`src/rtl/core/ihp_pkg.sv`:
```
// ============================================================================
// ihp_pkg - Intel HEX record parser package
// Parser phase codes and the character constants used to decode digits.
// ============================================================================
package ihp_pkg;

    // Parser phase, one-hot
    typedef enum logic [5:0] {
        PH_IDLE = 6'b000001,
        PH_LEN  = 6'b000010,
        PH_ADDR = 6'b000100,
        PH_TYPE = 6'b001000,
        PH_DATA = 6'b010000,
        PH_SKIP = 6'b100000
    } phase_t;

    // Character constants
    localparam logic [7:0] CHAR_ZERO    = 8'h30;  // '0'
    localparam logic [7:0] CHAR_NINE    = 8'h39;  // '9'
    localparam logic [7:0] CHAR_UPPER_A = 8'h41;  // 'A'
    localparam logic [7:0] CHAR_UPPER_F = 8'h46;  // 'F'
    localparam logic [7:0] CHAR_UPPER_Z = 8'h5A;  // 'Z'
    localparam logic [7:0] CHAR_LOWER_A = 8'h61;  // 'a'
    localparam logic [7:0] CHAR_LOWER_F = 8'h66;  // 'f'
    localparam logic [7:0] CHAR_LOWER_Z = 8'h7A;  // 'z'
    localparam logic [7:0] CHAR_SPACE   = 8'h20;
    localparam logic [7:0] CHAR_TAB     = 8'h09;
    localparam logic [7:0] CHAR_CR      = 8'h0D;
    localparam logic [7:0] LETTER_BASE  = 8'd10;

endpackage

```
`src/rtl/core/ihp_if.sv`:
```
// ============================================================================
// ihp_if - Intel HEX record parser channel interfaces
// Valid/ready channels for the character stream and the decoded records.
// ============================================================================

// Character stream channel
interface ihp_char_if;
    logic       valid;
    logic       ready;
    logic [7:0] character;

    modport source (output valid, output character, input ready);
    modport sink   (input valid, input character, output ready);
endinterface

// Decoded record channel, one request per data byte or header-only record
interface ihp_rec_if;
    logic        valid;
    logic        ready;
    logic [15:0] record_address;
    logic [7:0]  byte_offset;
    logic [7:0]  data_value;
    logic [7:0]  record_type;
    logic [7:0]  record_length;
    logic        last_in_record;
    logic        header_only;
    logic        bad_digit;

    modport source (
        output valid, output record_address, output byte_offset, output data_value,
        output record_type, output record_length, output last_in_record,
        output header_only, output bad_digit, input ready
    );
    modport sink (
        input valid, input record_address, input byte_offset, input data_value,
        input record_type, input record_length, input last_in_record,
        input header_only, input bad_digit, output ready
    );
endinterface

```
`src/rtl/core/intel_hex_record_parser.sv`:
```
// ============================================================================
// intel_hex_record_parser - streaming Intel HEX record parser
// The result is registered: it is presented in the cycle after the character that completes it.
// Throughput: one character per cycle; a character can be taken in the same cycle
// as the held result drains, so input stalls only while the sink holds a result.
// Reset: rst_n (async, active low) returns the parser to waiting for a record
// start, clears the field registers and drops the result valid.
// ============================================================================
module intel_hex_record_parser (
    input  logic             clk,
    input  logic             rst_n,
    ihp_char_if.sink         chars,
    ihp_rec_if.source        records
);
    import ihp_pkg::*;

    // Parser state
    phase_t      phase_reg,   phase_next;
    logic [1:0]  digit_reg,   digit_next;
    logic [7:0]  length_reg,  length_next;
    logic [15:0] address_reg, address_next;
    logic [7:0]  type_reg,    type_next;
    logic [7:0]  index_reg,   index_next;
    logic [3:0]  high_reg,    high_next;
    logic        bad_reg,     bad_next;

    // Result register
    logic        rvalid_reg;
    logic [15:0] raddr_reg;
    logic [7:0]  roff_reg;
    logic [7:0]  rdata_reg;
    logic [7:0]  rtype_reg;
    logic [7:0]  rlen_reg;
    logic        rlast_reg;
    logic        rhdr_reg;
    logic        rbad_reg;

    // Result of this character
    logic        emit;
    logic [7:0]  e_off;
    logic [7:0]  e_data;
    logic        e_last;
    logic        e_hdr;

    logic        accept;
    logic        is_ws;
    logic        is_hex;
    logic [7:0]  c;
    logic [7:0]  digit_val;
    logic [3:0]  nib;

    assign c      = chars.character;
    assign accept = chars.valid && chars.ready;

    // Take a character whenever the result slot is free or being drained
    assign chars.ready = !rvalid_reg || records.ready;

    // Character classes and digit value
    always_comb
    begin
        is_ws  = (c == CHAR_SPACE) || (c >= CHAR_TAB && c <= CHAR_CR);
        is_hex = (c >= CHAR_ZERO && c <= CHAR_NINE) ||
                 (c >= CHAR_UPPER_A && c <= CHAR_UPPER_F) ||
                 (c >= CHAR_LOWER_A && c <= CHAR_LOWER_F);
        if (c >= CHAR_UPPER_A && c <= CHAR_UPPER_Z)
            digit_val = c - CHAR_UPPER_A + LETTER_BASE;
        else if (c >= CHAR_LOWER_A && c <= CHAR_LOWER_Z)
            digit_val = c - CHAR_LOWER_A + LETTER_BASE;
        else
            digit_val = c - CHAR_ZERO;
        nib = digit_val[3:0];
    end

    // Next-state and result logic
    always_comb
    begin
        phase_next   = phase_reg;
        digit_next   = digit_reg;
        length_next  = length_reg;
        address_next = address_reg;
        type_next    = type_reg;
        index_next   = index_reg;
        high_next    = high_reg;
        bad_next     = bad_reg;
        emit         = 1'b0;
        e_off        = index_reg;
        e_data       = {high_reg, nib};
        e_last       = 1'b0;
        e_hdr        = 1'b0;

        if (is_ws)
        begin
            // whitespace ends any record in progress
            phase_next = PH_IDLE;
            digit_next = 2'd0;
        end
        else
        begin
            unique case (phase_reg)
                PH_IDLE:
                begin
                    // start character is skipped; fields cleared
                    length_next  = '0;
                    address_next = '0;
                    type_next    = '0;
                    index_next   = '0;
                    high_next    = '0;
                    bad_next     = 1'b0;
                    digit_next   = 2'd0;
                    phase_next   = PH_LEN;
                end
                PH_LEN:
                begin
                    bad_next    = bad_reg | !is_hex;
                    length_next = {length_reg[3:0], nib};
                    if (digit_reg == 2'd1)
                    begin
                        digit_next = 2'd0;
                        phase_next = PH_ADDR;
                    end
                    else
                        digit_next = 2'd1;
                end
                PH_ADDR:
                begin
                    bad_next     = bad_reg | !is_hex;
                    address_next = {address_reg[11:0], nib};
                    digit_next   = digit_reg + 2'd1;
                    if (digit_reg == 2'd3)
                        phase_next = PH_TYPE;
                end
                PH_TYPE:
                begin
                    bad_next  = bad_reg | !is_hex;
                    type_next = {type_reg[3:0], nib};
                    if (digit_reg == 2'd0)
                        digit_next = 2'd1;
                    else
                    begin
                        digit_next = 2'd0;
                        index_next = '0;
                        if (length_reg == 8'd0)
                        begin
                            // empty record: one header-only result
                            phase_next = PH_SKIP;
                            emit       = 1'b1;
                            e_off      = '0;
                            e_data     = '0;
                            e_last     = 1'b1;
                            e_hdr      = 1'b1;
                        end
                        else
                            phase_next = PH_DATA;
                    end
                end
                PH_DATA:
                begin
                    bad_next = bad_reg | !is_hex;
                    if (digit_reg == 2'd0)
                    begin
                        high_next  = nib;
                        digit_next = 2'd1;
                    end
                    else
                    begin
                        digit_next = 2'd0;
                        emit       = 1'b1;
                        e_last     = (index_reg == length_reg - 8'd1);
                        if (e_last)
                            phase_next = PH_SKIP;
                        else
                            index_next = index_reg + 8'd1;
                    end
                end
                default:
                begin
                    // checksum and trailing characters are ignored
                end
            endcase
        end
    end

    // Parser state registers
    always_ff @(posedge clk or negedge rst_n)
    begin
        if (!rst_n)
        begin
            phase_reg   <= PH_IDLE;
            digit_reg   <= 2'd0;
            length_reg  <= '0;
            address_reg <= '0;
            type_reg    <= '0;
            index_reg   <= '0;
            high_reg    <= '0;
            bad_reg     <= 1'b0;
        end
        else if (accept)
        begin
            phase_reg   <= phase_next;
            digit_reg   <= digit_next;
            length_reg  <= length_next;
            address_reg <= address_next;
            type_reg    <= type_next;
            index_reg   <= index_next;
            high_reg    <= high_next;
            bad_reg     <= bad_next;
        end
    end

    // Result valid
    always_ff @(posedge clk or negedge rst_n)
    begin
        if (!rst_n)
            rvalid_reg <= 1'b0;
        else if (accept && emit)
            rvalid_reg <= 1'b1;
        else if (records.ready)
            rvalid_reg <= 1'b0;
    end

    // Result payload
    always_ff @(posedge clk)
    begin
        if (accept && emit)
        begin
            raddr_reg <= address_next;
            roff_reg  <= e_off;
            rdata_reg <= e_data;
            rtype_reg <= type_next;
            rlen_reg  <= length_next;
            rlast_reg <= e_last;
            rhdr_reg  <= e_hdr;
            rbad_reg  <= bad_next;
        end
    end

    assign records.valid          = rvalid_reg;
    assign records.record_address = raddr_reg;
    assign records.byte_offset    = roff_reg;
    assign records.data_value     = rdata_reg;
    assign records.record_type    = rtype_reg;
    assign records.record_length  = rlen_reg;
    assign records.last_in_record = rlast_reg;
    assign records.header_only    = rhdr_reg;
    assign records.bad_digit      = rbad_reg;

endmodule
```
`src/flat_wrapper.sv`:
```
// flat-port wrapper written by rule: the top's interface ports become plain ports
module intel_hex_record_parser_flat import ihp_pkg::*;
  (clk, rst_n, chars_valid, chars_character, chars_ready, records_valid, records_record_address, records_byte_offset, records_data_value, records_record_type, records_record_length, records_last_in_record, records_header_only, records_bad_digit, records_ready);
  ihp_char_if chars_i ();
  ihp_rec_if records_i ();
  input  logic clk;
  input  logic rst_n;
  input wire logic [$bits(chars_i.valid)-1:0] chars_valid;
  input wire logic [$bits(chars_i.character)-1:0] chars_character;
  output wire logic [$bits(chars_i.ready)-1:0] chars_ready;
  output wire logic [$bits(records_i.valid)-1:0] records_valid;
  output wire logic [$bits(records_i.record_address)-1:0] records_record_address;
  output wire logic [$bits(records_i.byte_offset)-1:0] records_byte_offset;
  output wire logic [$bits(records_i.data_value)-1:0] records_data_value;
  output wire logic [$bits(records_i.record_type)-1:0] records_record_type;
  output wire logic [$bits(records_i.record_length)-1:0] records_record_length;
  output wire logic [$bits(records_i.last_in_record)-1:0] records_last_in_record;
  output wire logic [$bits(records_i.header_only)-1:0] records_header_only;
  output wire logic [$bits(records_i.bad_digit)-1:0] records_bad_digit;
  input wire logic [$bits(records_i.ready)-1:0] records_ready;
  assign chars_i.valid = chars_valid;
  assign chars_i.character = chars_character;
  assign chars_ready = chars_i.ready;
  assign records_valid = records_i.valid;
  assign records_record_address = records_i.record_address;
  assign records_byte_offset = records_i.byte_offset;
  assign records_data_value = records_i.data_value;
  assign records_record_type = records_i.record_type;
  assign records_record_length = records_i.record_length;
  assign records_last_in_record = records_i.last_in_record;
  assign records_header_only = records_i.header_only;
  assign records_bad_digit = records_i.bad_digit;
  assign records_i.ready = records_ready;
  intel_hex_record_parser u_core (.clk(clk), .rst_n(rst_n), .chars(chars_i), .records(records_i));
endmodule
```
`config.mk`:
```
export PLATFORM = sky130hd
export DESIGN_NAME = intel_hex_record_parser_flat
export DESIGN_NICKNAME = d
export VERILOG_FILES = /design/src/rtl/core/ihp_pkg.sv /design/src/rtl/core/ihp_if.sv /design/src/rtl/core/intel_hex_record_parser.sv /design/src/flat_wrapper.sv
export SDC_FILE = /design/constraint.sdc
export NUM_CORES = 1
export LEC_CHECK = 0
export BUFFER_PORTS_ARGS = -buffer_cell sky130_fd_sc_hd__buf_2
export CORE_MARGIN = 2
export CORE_UTILIZATION = 54
export CTS_BUF_LIST = sky130_fd_sc_hd__clkbuf_2
export CTS_CLUSTER_DIAMETER = 30
export DETAILED_ROUTE_END_ITERATION = 8
export HOLD_SLACK_MARGIN = 0.06
export PLACE_DENSITY = 0.89
export SLEW_MARGIN = 5
export SYNTH_ARGS = -nofsm -noshare
export SYNTH_HDL_FRONTEND = slang
export SYNTH_SLANG_ARGS = --single-unit
```
`constraint.sdc`:
```
create_clock -name clk -period 5.6 [get_ports clk]
set_input_delay 0.28 -clock clk [delete_from_list [all_inputs] [get_ports clk]]
set_output_delay 0.28 -clock clk [all_outputs]
set_load 0.02 [all_outputs]
```
Word-level counts from Yosys, hierarchy flattened. Cells that the tools add are included.

Flip-flop bits (word level): 105. Input port bits: 12. Output and inout bits: 53. Logic and storage cells: 129.

$add $sub $neg: 8. $lt $le $gt $ge: 10. Eq/ne operators: 18. Multiplexer cells: 45. Bitwise gates (word level): 3. Reduce and logical (&&, ||, !) cells: 28.

Operators by type and width (number): 8-bit two-way mux (13); 6-bit two-way mux (7); 8-bit by 7-bit <= comparator with 1-bit output (second input constant) (4); 16-bit case mux with 2 select lines (1); 8-bit case mux with 2 select lines (2); 6-bit case mux with 5 select lines (1); 8-bit case mux with 3 select lines (1); 8-bit by 7-bit greater-or-equal comparator with 1-bit output (second input constant) (2); 16-bit two-way mux (1); 4-bit two-way mux (3); 4-bit by 1-bit subtractor with 4-bit output (second input constant) (3); 1-bit two-way mux (10); 3-bit by 1-bit inequality test with 1-bit output (second input constant) (3); 4-bit adder (second input constant) (2); 8-bit by 1-bit adder with 8-bit output (second input constant) (1); 8-bit by 6-bit == test with 1-bit output (second input constant) (1); 8-bit == test (1); 8-bit by 4-bit greater-or-equal comparator with 1-bit output (second input constant) (1); 8-bit by 6-bit greater-or-equal comparator with 1-bit output (second input constant) (1); 8-bit by 4-bit <= comparator with 1-bit output (second input constant) (1); 8-bit by 6-bit <= comparator with 1-bit output (second input constant) (1); 1-bit logical AND (8); 8-bit logical NOT (1); 2-bit case mux with 4 select lines (1); 30 further kinds (42).

Depth between registers and ports, before layout.
Depth in word-level cells: 8. Gate-level depth with buffers: 10. Gate-level depth less buffers: 9.

Least setup slack after synthesis. OpenSTA, ideal clock, no wires.

Path kind: register to register. Start: register u_core.phase_reg[0]. End: register u_core.rbad_reg (netlist: u_core.records.bad_digit), enable pin. Data arrival time: 4.967 ns. Required time: 5.078 ns. Setup slack: 0.111 ns. Stages on the path, launching flop included: 6. Path buffers: 1. Period minus slack after synthesis: 5.489 ns. Path through: dfstp_2 -> buf_6 -> or4_4 -> nor3b_4 -> a21oi_1 -> nor3_1.

Cells in the longest elaborated chain, start to end: 4.

Ends and longest elaborated chain: from (decl) (RTL line intel_hex_record_parser.sv:18) `phase_t phase_reg, phase_next;`; from (signal assigned) (RTL line intel_hex_record_parser.sv:199) `phase_reg <= phase_next;`; 6-bit by 5-bit == test with 1-bit output or 6-bit by 4-bit == test with 1-bit output (tied branches) (RTL line intel_hex_record_parser.sv:99) `unique case (phase_reg)`; 1-bit case mux with 2 select lines (*) (RTL line intel_hex_record_parser.sv:99); 1-bit two-way mux (*) (RTL line intel_hex_record_parser.sv:91) `if (is_ws)`; 1-bit logical AND (*) (RTL line intel_hex_record_parser.sv:224) `if (accept && emit)`; to (signal assigned) (RTL line intel_hex_record_parser.sv:233) `rbad_reg <= bad_next;`; to (decl) (RTL line intel_hex_record_parser.sv:36) `logic rbad_reg;`.

Every way passes the cells marked *; elsewhere a longest branch is shown, timed or not. A chain may end at the register's enable or synchronous reset.

Worst setup path in the final report.
Start: register u_core.length_reg[3]. End: register u_core.roff_reg[7] (netlist: u_core.records.byte_offset[7]), enable pin.

Cells in the longest elaborated chain, start to end: 6.

Ends and longest elaborated chain: from (decl) (RTL line intel_hex_record_parser.sv:20) `logic [7:0] length_reg, length_next;`; from (signal assigned) (RTL line intel_hex_record_parser.sv:201) `length_reg <= length_next;`; 8-bit logical NOT (RTL line intel_hex_record_parser.sv:142) `if (length_reg == 8'd0)`; 1-bit two-way mux (RTL line intel_hex_record_parser.sv:142); 1-bit two-way mux (RTL line intel_hex_record_parser.sv:136) `if (digit_reg == 2'd0)`; 1-bit case mux with 2 select lines (RTL line intel_hex_record_parser.sv:99); 1-bit two-way mux (RTL line intel_hex_record_parser.sv:91); 1-bit logical AND (RTL line intel_hex_record_parser.sv:224); to (signal assigned) (RTL line intel_hex_record_parser.sv:227) `roff_reg <= e_off;`; to (decl) (RTL line intel_hex_record_parser.sv:30) `logic [7:0] roff_reg;`.

No other way between the ends.

==> impl_metrics.ini <==
[outcome]
status = complete, no violations

[timing]
final_max_slew_viol_count = 0
fmax_mhz = 370
finalSetupViolCount = 0
whs_ns = 0.286
fin_setup_tns_ns = 0
slew_headroom_pct = 45.3
grt_setup_unrepaired = no
setup_slack_ns = 2.90
finalHoldViolCount = 0
fin_skew_ns = 0.0224
period_needed_ns = 2.70
tightest_slew_ns = 0.820
fin_crit_sh_pct = 48.2

[clock_tree]
cts_resized = 0
insertion_delay_ns = 0.59
cts_root_buf = clkbuf_2
cts.clk_slew.worst_paths_ns = 0.27
cts_tree = yes
cts_hold_buffers = 2
cts_inserted_buffers = 9
post_cts_buffers = 0
h-tree-depth = 3
cts_buffer_depth = 2
clock-sinks = 105

[critical_path]
crit_fanout = 34
slowest_delay_ns = 0.54
end_kind = flip-flop
cp.arrival_ns = 2.97
crit_type = flip-flop to flip-flop
cp_cell_sequence = nor4_1 > nor2b_1 > nand3b_1 > inv_1 > a21oi_1 > nor3_2 > buf_4
worstSetupStartpointType = flip-flop
worstReg2RegStart = u_core.length_reg[3]
required_ns = 5.87
crit_path_start = u_core.length_reg[3]
cp_slowest_cell = dfrtp_1

[drt]
drt_first_pass_iters = 5
vias_per_cell = 6.07
wl_mm = 10.8
wl_per_cell_um = 16.7
postRouteAntennaNets = 0
vias = 3904
drc = 0
drtIter0Drc = 366

[power]
p_per_area_nw_per_um2 = 440
sequentialPowerShare_pct = 47.5
total_leakage_power_nw = 2.32
p_sw_share_pct = 40.7
clkPwrFrac_pct = 12.8
p_int_w = 0.00147
max-vdd-ir-drop_uv = 167
switching_power_w = 0.00101
p_comb_share_pct = 39.7

[logic_synthesis]
synth.distinct_cells = 65
netlist_instances = 449
async_flop_share_pct = 51.4
synth_edf_count = 51
ys_warn_count = 0
synth_flop_cell = dfrtp_1
syn_avg_cell_area_um2 = 11.4
synth_seq_cells = 105
synthesis.area_um2 = 5140
ys_seq_area_share_pct = 56.1
syn_nets = 471

[min_path]
hp-class = primary input to flip-flop
holdCritStartpoint = chars_character[6]

[floorplan]
initial_core_util_pct = 55.6
die_h_um = 102
num_rows = 35
coreArea_um2 = 9240
die_x_um = 102
pin_count = 65
die_area_um2 = 10300

[finish]
nFillCells = 705
seqCellArea_um2 = 2880
layout.nets = 530
area_growth_pct = 9.74
multi_input_area_um2 = 2080
final_layout_size_suffix_gt1_share_pct = 23.0

[run]
cap_viol_max_count = 0

[global_route]
grt_start_max_net_pins = 55
grtUsageTotal_pct = 22.0
overflow = 0
grt_pass1_wl_mm = 17.6
antenna_found_initial = 1
grt_pass1_vias = 3599

[placement]
place.gp.congestion = 0.929
place_ws_ns = 2.76
dp.final_hpwl_mm = 7.62
port_buffers = 64
## cells in the mapped netlist, types with 4 or more instances
library cell  instances  share of area, %
buf_6                 5               1.1
a22o_1               39               6.6
nand3_1               9              0.88
clkbuf_1              6              0.44
o31ai_1               4              0.58
a21oi_1              12               1.2
nor3_1                8              0.78
xnor2_1               9               1.5
nor2_1               23               1.7
nand2b_1              5              0.61
xor2_1                6               1.0
buf_2                 9              0.88
nor3b_1               4              0.58
nand2_1              51               3.7
inv_1                12              0.88
edfxtp_1             51                30
and2_1                4              0.49
nand4_1               5              0.61
dfrtp_1              53                26
and2_4               10               1.7
ha_1                 10               2.4
a211oi_1              5              0.73
nand3b_1              5              0.73
nor4_1                4              0.49
o21ai_0              42               4.1
## routing by layer
layer	vias to the layer above	share of wire [%]	GRT usage, %
met5	-	0	0
met4	0	2.0	8.21
met3	23	8.1	3.80
met2	211	49	35.0
met1	1886	41	30.6
li1	1784	-	-
## per-stage QoR
stage	std cells	area [um^2]	power (W)	utilization, %
finish	643	5640	0.00248	61.0
global route	643	5640	0.00264	61.0
CTS	642	5640	0.00246	61.0
detailed placement	624	5520	0.00215	59.7
floorplan	449	5140	0.00194	-
global placement	624	5520	0.00208	59.7
## power by group through the flow
| stage | Sequential [W] | Combinational (W) | Clock [W] |
|---|---|---|---|
| CTS | 0.00117 | 0.000970 | 0.000322 |
| global placement | 0.00118 | 0.000904 | 0 |
| detailed placement | 0.00119 | 0.000964 | 0 |
| floorplan | 0.00114 | 0.000799 | 0 |
| finish | 0.00118 | 0.000984 | 0.000317 |
| global route | 0.00120 | 0.00109 | 0.000349 |
## cell usage in the layout, fill, tap and decap left out, drive strengths merged, types with 6 or more instances in the layout
cell | synthesis | final
buf | 15 | 67
nand2 | 54 | 54
dfrtp | 53 | 53
edfxtp | 51 | 51
o21ai | 44 | 44
a22o | 39 | 39
nor2 | 26 | 26
inv | 13 | 16
a21oi | 14 | 14
and2 | 14 | 14
ha | 10 | 10
nand3 | 10 | 10
xnor2 | 9 | 9
clkbuf | 6 | 9
nor3 | 8 | 8
xor2 | 6 | 6
nand4 | 6 | 6
nand2b | 6 | 6
## path summary, 6_finish.rpt
check / endpoint / slack [ns] / depth (start not counted)
hold reg to reg: u_core.address_reg[15] / 0.54 / 1
min in group asynchronous: u_core.index_reg[2] / 0.31 / 3
setup reg to reg: u_core.records.byte_offset[7] / 2.90 / 7
setup / recovery: u_core.records.byte_offset[7] / 2.90 / 7
max in group asynchronous: u_core.length_reg[0] / 4.85 / 3
hold / removal: u_core.phase_reg[0] / 0.29 / 5
## critical path: cells and delay by family, from the launching register on
kind | cells | cell delay [ns]
buffers and inverters | 2 | 0.53
AND/OR/NAND/NOR | 4 | 1.14
AO/OA/AOI/OAI | 1 | 0.16
flip-flops | 1 | 0.54
## cells by family (layout without fill, tap and decap cells)
group,after synthesis,in the layout,synth area share [%]
buf+inv,34,98,3.43
xor+xnor,15,15,2.56
mux,1,1,0.219
compound gates,128,128,18.0
flops,105,105,56.1
fa+ha+maj,10,10,2.44
simple gates,156,156,17.2
other cells,0,1,0
## layout make-up
class,count,share of cell area [%]
clock inverters,7,0.910
clock buffers,9,0.799
diodes,1,0.0444
flip-flops and latches,105,51.2
repair buffers,69,6.44
inverters,13,0.866
well taps,129,2.86
multi-input cells,310,36.9
Power figures use the tool's default switching activity.
